--- src/rtl/cpdc_pkg.sv ---
// Shared types, codes and reset constants for the door access controller.
package cpdc_pkg;

  localparam int unsigned CardIdW    = 32;
  localparam int unsigned BytesW     = 4;
  localparam int unsigned EchoW      = 15;
  localparam int unsigned WaitW      = 16;
  localparam int unsigned DutyW      = 13;
  localparam int unsigned DataW      = 32;
  localparam int unsigned AddrW      = 5;

  localparam logic [BytesW-1:0]  CardIdBytes     = 4'd4;
  localparam logic [WaitW-1:0]   ElapsedMax      = 16'hFFFF;
  localparam logic [CardIdW-1:0] FirstIdReset    = 32'h59EF_A003;
  localparam logic [CardIdW-1:0] SecondIdReset   = 32'h4935_217A;
  localparam logic [WaitW-1:0]   WaitLimitReset  = 16'd5000;
  localparam logic [EchoW-1:0]   NearLimitReset  = 15'd1166;
  localparam logic [DutyW-1:0]   ClosedDutyReset = 13'd205;
  localparam logic [DutyW-1:0]   OpenDutyReset   = 13'd1024;

  typedef enum logic [1:0] {
    ACT_CARD = 2'd0,
    ACT_POLL = 2'd1,
    ACT_TICK = 2'd2
  } action_e;

  typedef enum logic [2:0] {
    ST_NONE    = 3'd0,
    ST_GRANTED = 3'd1,
    ST_DENIED  = 3'd2,
    ST_WAITING = 3'd3,
    ST_OPEN    = 3'd4,
    ST_CLOSED  = 3'd5,
    ST_TIMEOUT = 3'd6
  } status_e;

  typedef enum logic [2:0] {
    REG_FIRST_ID   = 3'd0,
    REG_SECOND_ID  = 3'd1,
    REG_WAIT_LIMIT = 3'd2,
    REG_NEAR_LIMIT = 3'd3,
    REG_CLOSED     = 3'd4,
    REG_OPEN       = 3'd5
  } reg_idx_e;

  typedef enum logic [2:0] {
    S_IDLE = 3'b001,
    S_WAIT = 3'b010,
    S_OPEN = 3'b100
  } door_state_e;

  typedef struct packed {
    logic [CardIdW-1:0] first_id;
    logic [CardIdW-1:0] second_id;
    logic [WaitW-1:0]   wait_limit;
    logic [EchoW-1:0]   near_limit;
    logic [DutyW-1:0]   closed_duty;
    logic [DutyW-1:0]   open_duty;
  } cfg_t;

  typedef struct packed {
    logic [1:0]         action;
    logic [CardIdW-1:0] card_id;
    logic [BytesW-1:0]  card_id_bytes;
    logic [EchoW-1:0]   echo_width_us;
    logic               echo_ok;
  } item_t;

  typedef struct packed {
    logic [2:0]       status;
    logic [DutyW-1:0] servo_duty;
    logic             door_is_open;
    logic             awaiting_person;
    logic             cancelled_wait;
  } result_t;

endpackage

--- src/rtl/cpdc_regs.sv ---
// Configuration register file behind the APB-style port.
module cpdc_regs import cpdc_pkg::*; (
  input  logic             clk_i,
  input  logic             rst_ni,
  input  logic             psel,
  input  logic             penable,
  input  logic             pwrite,
  input  logic [AddrW-1:0] paddr,
  input  logic [DataW-1:0] pwdata,
  output logic [DataW-1:0] prdata,
  output logic             pready,
  output cfg_t             cfg_o
);

  cfg_t     cfg_q, cfg_d;
  logic     wr_en;
  reg_idx_e idx;

  assign pready = 1'b1;
  assign wr_en  = psel && penable && pwrite;
  assign idx    = reg_idx_e'(paddr[AddrW-1:2]);
  assign cfg_o  = cfg_q;

  always_comb begin
    cfg_d = cfg_q;
    if (wr_en) begin
      case (idx)
        REG_FIRST_ID:   cfg_d.first_id    = pwdata[CardIdW-1:0];
        REG_SECOND_ID:  cfg_d.second_id   = pwdata[CardIdW-1:0];
        REG_WAIT_LIMIT: cfg_d.wait_limit  = pwdata[WaitW-1:0];
        REG_NEAR_LIMIT: cfg_d.near_limit  = pwdata[EchoW-1:0];
        REG_CLOSED:     cfg_d.closed_duty = pwdata[DutyW-1:0];
        REG_OPEN:       cfg_d.open_duty   = pwdata[DutyW-1:0];
        default:        cfg_d = cfg_q;
      endcase
    end
  end

  always_comb begin
    case (idx)
      REG_FIRST_ID:   prdata = cfg_q.first_id;
      REG_SECOND_ID:  prdata = cfg_q.second_id;
      REG_WAIT_LIMIT: prdata = {{(DataW-WaitW){1'b0}}, cfg_q.wait_limit};
      REG_NEAR_LIMIT: prdata = {{(DataW-EchoW){1'b0}}, cfg_q.near_limit};
      REG_CLOSED:     prdata = {{(DataW-DutyW){1'b0}}, cfg_q.closed_duty};
      REG_OPEN:       prdata = {{(DataW-DutyW){1'b0}}, cfg_q.open_duty};
      default:        prdata = '0;
    endcase
  end

  always_ff @(posedge clk_i or negedge rst_ni) begin
    if (!rst_ni) begin
      cfg_q.first_id    <= FirstIdReset;
      cfg_q.second_id   <= SecondIdReset;
      cfg_q.wait_limit  <= WaitLimitReset;
      cfg_q.near_limit  <= NearLimitReset;
      cfg_q.closed_duty <= ClosedDutyReset;
      cfg_q.open_duty   <= OpenDutyReset;
    end else begin
      cfg_q <= cfg_d;
    end
  end

endmodule

--- src/rtl/cpdc_core.sv ---
// Door state machine, wait timer and per-item result logic.
module cpdc_core import cpdc_pkg::*; (
  input  logic    clk_i,
  input  logic    rst_ni,
  input  logic    adv_i,
  input  item_t   item_i,
  input  cfg_t    cfg_i,
  output result_t res_o
);

  door_state_e state_q, state_d;
  logic [WaitW-1:0] elapsed_q, elapsed_d;
  logic [2:0]       status;
  logic             cancelled;
  logic             card_ok;
  logic             near;
  logic             door;

  assign card_ok = (item_i.card_id_bytes == CardIdBytes) &&
                   ((item_i.card_id == cfg_i.first_id) ||
                    (item_i.card_id == cfg_i.second_id));
  assign near = item_i.echo_ok && (item_i.echo_width_us != '0) &&
                (item_i.echo_width_us <= cfg_i.near_limit);

  always_comb begin
    state_d   = state_q;
    elapsed_d = elapsed_q;
    status    = ST_NONE;
    cancelled = 1'b0;
    case (item_i.action)
      ACT_CARD: begin
        cancelled = (state_q != S_IDLE);
        if (card_ok) begin
          state_d   = S_WAIT;
          elapsed_d = '0;
          status    = ST_GRANTED;
        end else begin
          state_d = S_IDLE;
          status  = ST_DENIED;
        end
      end
      ACT_POLL: begin
        case (state_q)
          S_WAIT: begin
            if (elapsed_q > cfg_i.wait_limit) begin
              state_d = S_IDLE;
              status  = ST_TIMEOUT;
            end else if (near) begin
              state_d = S_OPEN;
              status  = ST_OPEN;
            end else begin
              status = ST_WAITING;
            end
          end
          S_OPEN: begin
            if (!near) begin
              state_d = S_IDLE;
              status  = ST_CLOSED;
            end
          end
          default: state_d = state_q;
        endcase
      end
      ACT_TICK: begin
        if (elapsed_q != ElapsedMax) begin
          elapsed_d = elapsed_q + 1'b1;
        end
      end
      default: state_d = state_q;
    endcase
  end

  assign door                  = (state_d == S_OPEN);
  assign res_o.status          = status;
  assign res_o.servo_duty      = door ? cfg_i.open_duty : cfg_i.closed_duty;
  assign res_o.door_is_open    = door;
  assign res_o.awaiting_person = (state_d != S_IDLE);
  assign res_o.cancelled_wait  = cancelled;

  always_ff @(posedge clk_i or negedge rst_ni) begin
    if (!rst_ni) begin
      state_q   <= S_IDLE;
      elapsed_q <= '0;
    end else if (adv_i) begin
      state_q   <= state_d;
      elapsed_q <= elapsed_d;
    end
  end

endmodule

--- src/rtl/card_and_proximity_door_controller.sv ---
// Top level of the card and proximity door controller.
// Path: an input is held in the input register, its result in the result register.
// Throughput: one item per cycle; a stalled result holds the result register,
// and the input stalls only once the input register is also full.
// Reset: asynchronous, active low; idle, door closed, timer zero,
// registers at their defaults.
module card_and_proximity_door_controller import cpdc_pkg::*; (
  input  logic               clk_i,
  input  logic               rst_ni,
  input  logic               psel,
  input  logic               penable,
  input  logic               pwrite,
  input  logic [AddrW-1:0]   paddr,
  input  logic [DataW-1:0]   pwdata,
  output logic [DataW-1:0]   prdata,
  output logic               pready,
  input  logic               in_valid_i,
  output logic               in_ready_o,
  input  logic [1:0]         action_i,
  input  logic [CardIdW-1:0] card_id_i,
  input  logic [BytesW-1:0]  card_id_bytes_i,
  input  logic [EchoW-1:0]   echo_width_us_i,
  input  logic               echo_ok_i,
  output logic               out_valid_o,
  input  logic               out_ready_i,
  output logic [2:0]         status_o,
  output logic [DutyW-1:0]   servo_duty_o,
  output logic               door_is_open_o,
  output logic               awaiting_person_o,
  output logic               cancelled_wait_o
);

  cfg_t    cfg;
  item_t   item_q, item_d;
  result_t res, res_q;
  logic    s1_valid_q, s1_valid_d;
  logic    out_valid_q, out_valid_d;
  logic    out_take;
  logic    s1_adv;

  cpdc_regs u_regs (
    .clk_i   (clk_i),
    .rst_ni  (rst_ni),
    .psel    (psel),
    .penable (penable),
    .pwrite  (pwrite),
    .paddr   (paddr),
    .pwdata  (pwdata),
    .prdata  (prdata),
    .pready  (pready),
    .cfg_o   (cfg)
  );

  cpdc_core u_core (
    .clk_i  (clk_i),
    .rst_ni (rst_ni),
    .adv_i  (s1_adv),
    .item_i (item_q),
    .cfg_i  (cfg),
    .res_o  (res)
  );

  assign out_take   = !out_valid_q || out_ready_i;
  assign s1_adv     = s1_valid_q && out_take;
  assign in_ready_o = !s1_valid_q || out_take;

  assign item_d.action        = action_i;
  assign item_d.card_id       = card_id_i;
  assign item_d.card_id_bytes = card_id_bytes_i;
  assign item_d.echo_width_us = echo_width_us_i;
  assign item_d.echo_ok       = echo_ok_i;

  assign s1_valid_d  = in_ready_o ? in_valid_i : s1_valid_q;
  assign out_valid_d = out_take ? s1_valid_q : out_valid_q;

  always_ff @(posedge clk_i or negedge rst_ni) begin
    if (!rst_ni) begin
      s1_valid_q  <= 1'b0;
      out_valid_q <= 1'b0;
    end else begin
      s1_valid_q  <= s1_valid_d;
      out_valid_q <= out_valid_d;
    end
  end

  always_ff @(posedge clk_i) begin
    if (in_ready_o && in_valid_i) begin
      item_q <= item_d;
    end
    if (s1_adv) begin
      res_q <= res;
    end
  end

  assign out_valid_o       = out_valid_q;
  assign status_o          = res_q.status;
  assign servo_duty_o      = res_q.servo_duty;
  assign door_is_open_o    = res_q.door_is_open;
  assign awaiting_person_o = res_q.awaiting_person;
  assign cancelled_wait_o  = res_q.cancelled_wait;

endmodule

--- config.mk ---
export PLATFORM = sky130hd
export DESIGN_NAME = card_and_proximity_door_controller
export DESIGN_NICKNAME = d
export VERILOG_FILES = /design/src/rtl/cpdc_pkg.sv /design/src/rtl/cpdc_regs.sv /design/src/rtl/cpdc_core.sv /design/src/rtl/card_and_proximity_door_controller.sv
export SDC_FILE = /design/constraint.sdc
export NUM_CORES = 1
export LEC_CHECK = 0
export BUFFER_PORTS_ARGS = -buffer_cell sky130_fd_sc_hd__buf_2
export CORE_ASPECT_RATIO = 1.4
export CORE_MARGIN = 2
export CORE_UTILIZATION = 62
export DETAILED_ROUTE_END_ITERATION = 8
export PLACE_DENSITY_LB_ADDON = 0.12
export SETUP_SLACK_MARGIN = 0.5
export SYNTH_ARGS = -nofsm -noshare
export SYNTH_HDL_FRONTEND = slang
export SYNTH_SLANG_ARGS = --single-unit
--- constraint.sdc ---
create_clock -name clk_i -period 7.4 [get_ports clk_i]
set_input_delay 0.74 -clock clk_i [delete_from_list [all_inputs] [get_ports clk_i]]
set_output_delay 0.74 -clock clk_i [all_outputs]
set_load 0.05 [all_outputs]
### Word-level counts from Yosys, hierarchy flattened

Cells that the tools add are included.

| word-level totals | value |
|---|---|
| bits in registers | 215 |
| output and inout bits | 54 |

| operators by class | value |
|---|---|
| $add $sub $neg | 1 |
| order comparisons | 2 |
| equal/unequal tests | 18 |
| mux-type cells | 17 |
| reduce and logical (&&, ||, !) cells | 23 |

Operators by type and width:

| cell | count |
|---|---|
| case mux 32 bit (6 select lines) | 1 |
| == test 32 bit | 2 |
| 2-to-1 mux 16 bit | 2 |
| case mux 16 bit (2 select lines) | 1 |
| case mux 3 bit (2 select lines) | 4 |
| 2-to-1 mux 3 bit | 6 |
| adder 16 x 1 -> 16 bit, second input constant | 1 |
| greater-than comparator 16 bit | 1 |
| inequality test 16 bit, second input constant | 1 |
| <= comparator 15 bit | 1 |
| nonzero test 15 bit | 1 |
| 2-to-1 mux 13 bit | 1 |
| == test 3 bit, second input constant | 4 |
| AND reduction 2 bit | 6 |
| == test 3 x 2 -> 1 bit, second input constant | 3 |
| logical AND 1 bit | 7 |
| inequality test 3 x 1 -> 1 bit, second input constant | 2 |
| == test 4 x 3 -> 1 bit, second input constant | 1 |
| 2-to-1 mux 2 bit | 2 |
| inequality test 2 x 1 -> 1 bit, second input constant | 2 |
| AND reduction 4 bit | 1 |
| == test 3 x 1 -> 1 bit, second input constant | 1 |
| zero test 3 bit | 1 |
| logical OR 1 bit | 3 |
| other kinds (5) | 6 |

### Longest topological paths before layout

Gate-level depths: netlist of the first run.

| depth | value |
|---|---|
| depth in word-level cells | 9 |
| depth in mapped cells | 11 |
| mapped depth without buffers | 10 |

### By module

From an unflattened synthesis of the first run, not the netlist that was laid out.

| unflattened totals | value |
|---|---|
| cell total of the unflattened synthesis | 824 |
| area total of the unflattened synthesis | 10910.5 um^2 |

Modules (own cells, without submodules):

| module | instances | cells each | area each (um^2) |
|---|---|---|---|
| cpdc_regs | 1 | 386 | 5670.4 |
| cpdc_core | 1 | 357 | 2944.1 |
| card_and_proximity_door_controller | 1 | 81 | 2296.0 |

### Worst setup path after synthesis of the first run

No wires, ideal clock.

| timing path | value |
|---|---|
| path kind | input to output |
| start | input paddr[2] |
| end | output prdata[4] |
| arrival time | 2.577 ns |
| required time | 6.660 ns |
| path slack | 4.083 ns |
| stages on the path | 5 |
| buffers on the path | 3 |
| path through | buf_2 > clkbuf_1 > buf_1 > mux2i_1 > o22ai_1 |

| on the way | value |
|---|---|
| word-level cells in the longest chain between the ends | 2 |

Ends and longest elaborated chain:

| element | line | text |
|---|---|---|
| start: declaration | card_and_proximity_door_controller.sv:13 | `input logic [AddrW-1:0] paddr,` |
| == test 3 bit, or another cell as far along | cpdc_regs.sv:40 | `case (idx)` |
| case mux 32 bit (6 select lines) * | cpdc_regs.sv:40 |  |
| end: declaration | card_and_proximity_door_controller.sv:15 | `output logic [DataW-1:0] prdata,` |

Mark *: on every way between the ends. The rest lies on a longest branch, timed or not.

### Worst setup path in the final report of the first run

| timing path | value |
|---|---|
| start | input paddr[2] |
| end | output prdata[10] |

Same word-level chain as after synthesis.

==> flow_summary.toml, run 1 <==
[clocking]
post_cts_buffers = 0
cts_buffers = 22
cts_tree = "done"
htreeDepth = 1
insertion_delay_ps = 510
clkSlewWorstSetupHoldPaths_ps = 60
root_buffer = "clkbuf_16"
cts-hold-fix-buffers = 0
cts.repair.resized = 0
cts.sinks = 215
clk_path_buf_depth = 3

[sta]
timing.hold.ws_ps = 282
finalClockSkew_ps = 12.0
timing.slew.headroom_pct = 30.4
timing.final.crit_share_pct = 49.8
setup-tns-final_ps = 0
hold_viol = 0
finalSetupViolations = 0
fmax_mhz = 271
period_needed_ps = 3680
worstMarginPinSlew_ps = 1040
rsz0062_at_grt = "false"
slew_viol_final = 0

[worst_setup_path]
worst_ep_arrival_time_ps = 2940
path_class = "input port to output pin"
crit_required_ps = 6660
cp_cell_sequence = "buf_2 -> nor2b_1 -> nor2b_1 -> buf_4 -> a22oi_1 -> nand3_1 -> buf_2"
path_max_fanout = 32
critPathSlowestCell = "buf_2"
start_kind = "input port"
slowest_delay_ps = 610
worstSetupEndpointType = "output pin"

[yosys]
synth-main-ff-cell = "dfrtp_1"
avgSynthCellArea_um2 = 12.8
synth_nets = 956
synthArstFlopShare_pct = 66.0
netlist_area_mm2 = 0.0106
synthCells = 826
synth_top_cell_by_area = "dfrtp_1"
synth-seq-cells = 215
yosys_warnings = 0
synth_enable_flop_cells = 73
yosysTopAreaCellShare_pct = 22.8
yosysUniqueCellTypes = 60
ys_seq_area_share_pct = 55.0
synth.area.top_cells = "dfrtp_1, edfxtp_1, mux2_2"

[min_path]
hp-class = "input port to async pin"

[placement]
io_buffers = 148
gp_congestion = 0.873
dpl.hpwl_um = 19100
placedInstanceArea_mm2 = 0.0115

[global_route]
overflow = 0
grt_pass1_wl_um = 39900
antenna_found_initial = 2
grt_use_total_pct = 28.8
grt_pass1_vias = 7481
grt_max_degree = 80

[power_and_ir_drop]
cellPowerDensity_mw_per_mm2 = 283
leakagePower_nw = 5.23
irDropWorstVdd_uv = 241

[drt]
ant_nets = 0
drtPass1Iterations = 5
routed_via_density = 6.11
route.detailed.drc = 0
vias = 7285
drt_iter0_markers = 542
wirelength_um = 26200
wl_per_cell_um = 22.0

[run_status]
run_status = "completed"

[floorplanning]
io_pins = 152
start_util_pct = 63.0
dieArea_mm2 = 0.0181
rows = 56
die-width_um = 114
coreArea_mm2 = 0.0167
die_y_um = 158

[cells_and_area]
drive_above_1_share_pct = 38.6
layout_common_cells = "buf_2, mux2_2, dfrtp_1, edfxtp_1, xnor2_1"
final_nets = 1102
area_growth_syn_to_layout_pct = 15.6
final_common_cell = "buf_2"
postLayoutCellArea_mm2 = 0.0122

[job]
max_cap_viol_count = 0
==> flip-flops by register name (all words and copies together) (netlist names) <==
name,cells
u_regs.cfg_o,121
u_core.state_q,3
u_core.elapsed_q,16
s1_valid_q,1
servo_duty_o,13
out_valid_o,1
status_o,3
awaiting_person_o,1
cancelled_wait_o,1
item_q,54
door_is_open_o,1
==> power breakdown <==
part           total, mW  switching (mW)  leakage (nW)  internal, mW
logic              0.763           0.437          2.48         0.326
registers           1.63           0.164          2.41          1.46
clock network       1.06           0.455         0.346         0.609
total               3.45            1.06          5.23          2.40
==> path summary, 6_finish.rpt <==
kind | from | end | slack, ps | cells past startpoint
max in group asynchronous | rst_ni | u_regs.cfg_o[55] | 5820 | 2
min reg2reg | s1_valid_q | out_valid_o | 490 | 1
min in group clk_i | card_id_i[15] | item_q[35] | 410 | 1
max reg2reg | u_regs.cfg_o[97] | servo_duty_o[12] | 4050 | 7
max | paddr[2] | prdata[10] | 3720 | 7
min | rst_ni | u_core.elapsed_q[3] | 280 | 1
==> kinds of logic after synthesis <==
| kind of cell | synth area share (%) |
|---|---|
| adder cells (fa/ha/maj) | 3.79 |
| XOR/XNOR | 6.14 |
| multiplexers | 15.9 |
| buffers and inverters | 2.87 |
| flip-flops | 55.0 |
| other | 0.0355 |
| AO/OA/AOI/OAI | 7.82 |
| AND/OR/NAND/NOR | 8.49 |
==> cell type report <==
| type | count | area, um^2 |
|---|---|---|
| flip-flops and latches | 215 | 5800 |
| fillers | 1156 | 4540 |
| multi-input cells | 534 | 4480 |
| repair buffers | 156 | 807 |
| clock buffers | 31 | 646 |
| well taps | 203 | 254 |
| inverters | 43 | 161 |
| clock inverters | 9 | 48.8 |
| diodes | 2 | 5.00 |
==> Yosys cell counts, types with 3 or more instances <==
cell	n
mux2_2	116
dfrtp_1	96
edfxtp_1	73
xnor2_1	67
dfstp_2	46
inv_1	43
nand2_1	33
ha_1	32
nand4_1	32
a21oi_1	29
o21ai_0	26
clkbuf_1	25
nor2_1	24
a22o_1	16
a22oi_1	15
nand3_1	14
nor2b_1	11
nor4_1	11
mux2i_1	10
mux2_4	9
o22ai_1	9
nand2b_1	8
and3_1	7
xor2_1	7
mux4_2	6
buf_1	5
nor3_1	5
and2_1	4
o22a_1	4
or3_1	4
a211oi_1	3
==> through the flow <==
step | util [%] | worst slack, ps | power, mW | instances
floorplan | - | 4080 | 2.15 | 826
detailed placement | 68.7 | 3570 | 2.40 | 1151
global route | 72.8 | 3620 | 3.59 | 1192
CTS | 72.8 | 3750 | 3.47 | 1191
global placement | 68.7 | 3580 | 2.35 | 1151
finish | 72.9 | 3720 | 3.45 | 1193
==> worst max-delay path: cells and delay by family <==
family / cells / cell delay (ps)
compound gates: 1 / 170
buf+inv: 3 / 1210
simple gates: 3 / 800
==> routing by layer <==
metal | share of wire (%) | track usage (%)
met5 | 0.046 | 0
met4 | 4.5 | 14.5
met3 | 4.8 | 3.92
met2 | 53 | 51.8
met1 | 38 | 33.7
Note: power is estimated with default switching activity, not from simulation.
==> run 2: changes to the inputs <==
CORE_UTILIZATION = 58   (was 62)
clock period = 3.6 ns   (was 7.4 ns; I/O delays follow)
==> run 2 against run 1 <==
Against the previous run: worst hold slack got worse by 260 ps; global-route usage fell by 2.7 points; routed wire length fell by 3.5%; final cell count rose by 4.4%; sequential cell count did not move; first-iteration DRC count fell by 24%; register-to-register slack got worse by 3500 ps; clock-buffer cell count rose by 4; critical path depth rose by 1; largest power group unchanged.
==> flow_summary.toml, run 2 (synthesized netlist as in run 1, its figures left out) <==
[run_status]
run_status = "completed"

[placement]
dpl.hpwl_um = 18400
gp_congestion = 0.894
dp_worst_setup_slack_ps = 442
io_buffers = 148

[drt]
drt_iter0_markers = 414
wirelength_um = 25300
wl_per_cell_um = 20.3
route.detailed.drc = 0
vias = 7155
drtPass1Iterations = 5
routed_via_density = 5.74
ant_nets = 0

[global_route]
grt_max_degree = 87
overflow = 0
grt_pass1_vias = 7240
grt_use_total_pct = 26.2
grt_pass1_wl_um = 39300
antenna_found_initial = 0

[clocking]
insertion_delay_ps = 500
cts.sinks = 215
cts_buffers = 22
root_buffer = "clkbuf_16"
clk_path_buf_depth = 3
cts_tree = "done"
htreeDepth = 1
clkSlewWorstSetupHoldPaths_ps = 70

[sta]
timing.final.crit_share_pct = 85.4
finalSetupViolations = 0
timing.final.ws_setup_ps = 525
finalClockSkew_ps = 13.0
setup-tns-final_ps = 0
rsz0062_at_grt = "false"
worstMarginPinSlew_ps = 957
timing.slew.headroom_pct = 36.1
fmax_mhz = 325
period_needed_ps = 3070
slew_viol_final = 0
hold_viol = 0

[floorplanning]
coreArea_mm2 = 0.0179
start_util_pct = 58.9
io_pins = 152
die-width_um = 118
rows = 58
dieArea_mm2 = 0.0193
die_y_um = 164

[power_and_ir_drop]
leakagePower_nw = 5.36
irDropWorstVdd_uv = 512
cellPowerDensity_mw_per_mm2 = 579

[worst_setup_path]
worst_ep_arrival_time_ps = 3320
path_max_fanout = 7
r2r-end = "servo_duty_o[8]"
path_class = "flop to flop"
rrSetupSlack_ps = 530
worstSetupEndpointType = "flop"
rr_startpoint = "u_regs.cfg_o[97]"
crit_required_ps = 3850
ff2ff_path_depth = 8
start_kind = "flop"

[cells_and_area]
multi_input_comb_area_mm2 = 0.00448
layout_common_cells = "buf_2, mux2_2, dfrtp_1, edfxtp_1, xnor2_1"
antennaDiodeCount = 0
final_nets = 1120
area_growth_syn_to_layout_pct = 18.2
seq_area_mm2 = 0.00580
nFillCells = 1331
final_common_cell = "buf_2"
post-route-util_pct = 69.6
drive_above_1_share_pct = 39.9
largest_register_ffs = 121

[min_path]
min_from = "echo_width_us_i[2]"
whs_endpoint = "item_q[3]"
min_delay_path_depth = 1
hp-class = "input port to flop"

[job]
max_cap_viol_count = 0
run 2: changes by cell type in the layout (fill, tap and decap cells not counted), sizes merged, moves of 2 or more:
cell,change
buf,+16
clkbuf,+5
clkinv,-5
diode,-2
run 2: final cells by class:
cell class / count / share of cell area, %
Timing Repair Buffer: 174 / 7.91
Clock buffer: 35 / 5.55
Multi-Input combinational cell: 534 / 35.9
Inverter: 43 / 1.29
Sequential cell: 215 / 46.5
Clock inverter: 5 / 0.421
Tap cell: 240 / 2.41
run 2: worst max path at each step:
stage | startpoint | endpoint | cells after the start
after detailed placement | u_regs.cfg_o[53] | servo_duty_o[12] | 11
final | u_regs.cfg_o[97] | servo_duty_o[8] | 8
after CTS | u_regs.cfg_o[53] | servo_duty_o[12] | 11
after floorplan | out_valid_o | item_q[0] | 2
after global routing | u_regs.cfg_o[53] | servo_duty_o[8] | 11
after global placement | u_regs.cfg_o[53] | servo_duty_o[12] | 11
run 2: layer usage:
| metal | GRT usage (%) | wire length [um] | vias up |
|---|---|---|---|
| met1 | 32.2 | 10100 | 3531 |
| met5 | 0 | 0 | - |
| li1 | - | - | 3362 |
| met2 | 46.9 | 13200 | 220 |
| met4 | 9.86 | 872 | 0 |
| met3 | 3.60 | 1160 | 42 |
run 2: stage by stage:
step / power (mW) / instance area, um^2 / hold slack [ps] / instances
after floorplan: 4.42 / 10600 / 64.4 / 826
after global placement: 4.87 / 11600 / 465 / 1200
after detailed placement: 4.92 / 11600 / 482 / 1200
after CTS: 7.25 / 12400 / 13.8 / 1242
after global routing: 7.54 / 12500 / 13.9 / 1246
final: 7.22 / 12500 / 26.0 / 1246
run 2: worst max-delay path, stage by stage (launching register included):
cell,delay (ps)
dfrtp_1,420
xnor2_1,290
nand4_1,140
nor4_1,470
a22oi_1,250
or2_2,400
o211ai_4,310
clkbuf_16,240
mux2_4,310
run 2: timing repair:
action	in CTS	in global routing
gates resized for setup	0	5
buffers inserted	1	3
endpoints found under the hold margin	58	0
hold buffers	1	0
pin swaps	1	6
setup endpoints to repair	13	14
gates cloned	0	1
run 2: power breakdown:
part	internal (mW)	total, mW	switching (mW)	leakage (nW)
Sequential	3.01	3.34	0.329	2.41
Clock	1.39	2.31	0.925	0.365
Combinational	0.687	1.57	0.882	2.59
==> run 3: changes to the inputs <==
CORE_MARGIN = 4   (was 2)
==> run 3 against run 2 <==
Against the previous run: register-to-register slack improved by 30 ps; clock power shrank 5%; sequential share of layout area increased by 0.23 points; die area increased by 5.9%; critical endpoint is now servo_duty_o[0]; critical path type unchanged; largest cell class unchanged.
==> flow_summary.toml, run 3 (synthesized netlist as in run 1, its figures left out) <==
[drt]
drt_iter0_markers = 372
routed_via_density = 5.79
wirelength_um = 25800
ant_nets = 0
vias = 7196
route.detailed.drc = 0
wl_per_cell_um = 20.8
drtPass1Iterations = 5

[cells_and_area]
largest_register_ffs = 121
layout_common_cells = "buf_2, mux2_2, dfrtp_1, edfxtp_1, xnor2_1"
final_common_cell = "buf_2"
seq_area_mm2 = 0.00580
area_growth_syn_to_layout_pct = 17.6
post-route-util_pct = 69.3
drive_above_1_share_pct = 40.0
nFillCells = 1373
final_nets = 1117
multi_input_comb_area_mm2 = 0.00449
antennaDiodeCount = 0

[min_path]
hp-class = "input port to flop"

[sta]
hold_viol = 0
finalSetupViolations = 0
period_needed_ps = 3050
timing.final.crit_share_pct = 84.6
setup-tns-final_ps = 0
fmax_mhz = 328
timing.slew.headroom_pct = 34.2
finalClockSkew_ps = 16.7
worstMarginPinSlew_ps = 986
slew_viol_final = 0
rsz0062_at_grt = "false"

[placement]
dpl.hpwl_um = 18800
io_buffers = 148
gp_congestion = 0.919

[worst_setup_path]
crit_required_ps = 3850
cp_cell_sequence = "xnor2_1 -> nand4_1 -> nor4_1 -> a22oi_1 -> or2_2 -> o211ai_4 -> buf_8 -> mux2_2"
cp_num_buf_inv = 1
start_kind = "flop"
worstSetupEndpointType = "flop"
path_max_fanout = 14
slowest_delay_ps = 500
critPathSlowestCell = "nor4_1"
worst_ep_arrival_time_ps = 3300
crit_family = "simple AND/OR/NAND/NOR gates"
path_class = "flop to flop"

[floorplanning]
die_y_um = 168
start_util_pct = 58.9
dieArea_mm2 = 0.0205
rows = 58
coreArea_mm2 = 0.0179
die-width_um = 122
io_pins = 152

[global_route]
antenna_found_initial = 0
grt_pass1_vias = 7642
grt_max_degree = 81
grt_use_total_pct = 25.6
grt_pass1_wl_um = 40800
overflow = 0

[clocking]
root_buffer = "clkbuf_16"
clk_path_buf_depth = 3
insertion_delay_ps = 510
clkSlewWorstSetupHoldPaths_ps = 60
cts_buffers = 22
cts_tree = "done"
cts.sinks = 215
htreeDepth = 1

[power_and_ir_drop]
cellPowerDensity_mw_per_mm2 = 573
irDropWorstVdd_uv = 444
leakagePower_nw = 5.32

[run_status]
run_status = "completed"

[job]
max_cap_viol_count = 0
## run 3: power by group
| part | switching, mW | internal, mW | total [mW] |
|---|---|---|---|
| clock network | 0.924 | 1.28 | 2.20 |
| logic | 0.888 | 0.689 | 1.58 |
| registers | 0.327 | 3.01 | 3.34 |
## run 3: area by class of cell
class,count,share of cell area (%)
Tap cell,240,2.42
Clock buffer,33,5.34
Timing Repair Buffer,171,7.69
Inverter,43,1.30
Sequential cell,215,46.7
Clock inverter,7,0.333
Multi-Input combinational cell,534,36.2
## run 3: metrics by stage
stage	setup WS, ps	hold WS [ps]	power, mW	cells	instance area, um^2
final	555	23.8	7.11	1243	12400
after CTS	534	14.3	7.15	1241	12400
after floorplan	702	64.4	4.42	826	10600
after detailed placement	429	404	4.93	1199	11700
after global placement	461	408	4.88	1199	11700
after global routing	519	14.2	7.45	1243	12400
## run 3: per-layer routing
layer	global-route usage, %	vias up	part of all wire (%)
li1	-	3350	-
met1	31.9	3597	39
met2	44.6	197	52
met3	3.78	52	5.0
met4	10.1	0	4.2
met5	0	-	0
## run 3: what timing repair did
item	CTS	global route
endpoints found under the hold margin	45	0
pin swaps	1	1
gates cloned	0	0
hold buffers	1	0
buffers inserted	1	2
endpoints found under the setup margin	13	14
resized for setup	0	5
## run 3: path summary, 6_finish.rpt
kind | from | slack [ps] | cells past startpoint | endpoint
worst max-delay path | u_regs.cfg_o[97] | 550 | 8 | servo_duty_o[0]
worst min-delay path | card_id_i[19] | 20 | 1 | item_q[39]
worst max register to register | u_regs.cfg_o[97] | 550 | 8 | servo_duty_o[0]
worst min register to register | s1_valid_q | 510 | 1 | out_valid_o
max in group asynchronous | rst_ni | 2290 | 3 | u_regs.cfg_o[106]
min in group asynchronous | rst_ni | 430 | 2 | u_core.elapsed_q[9]
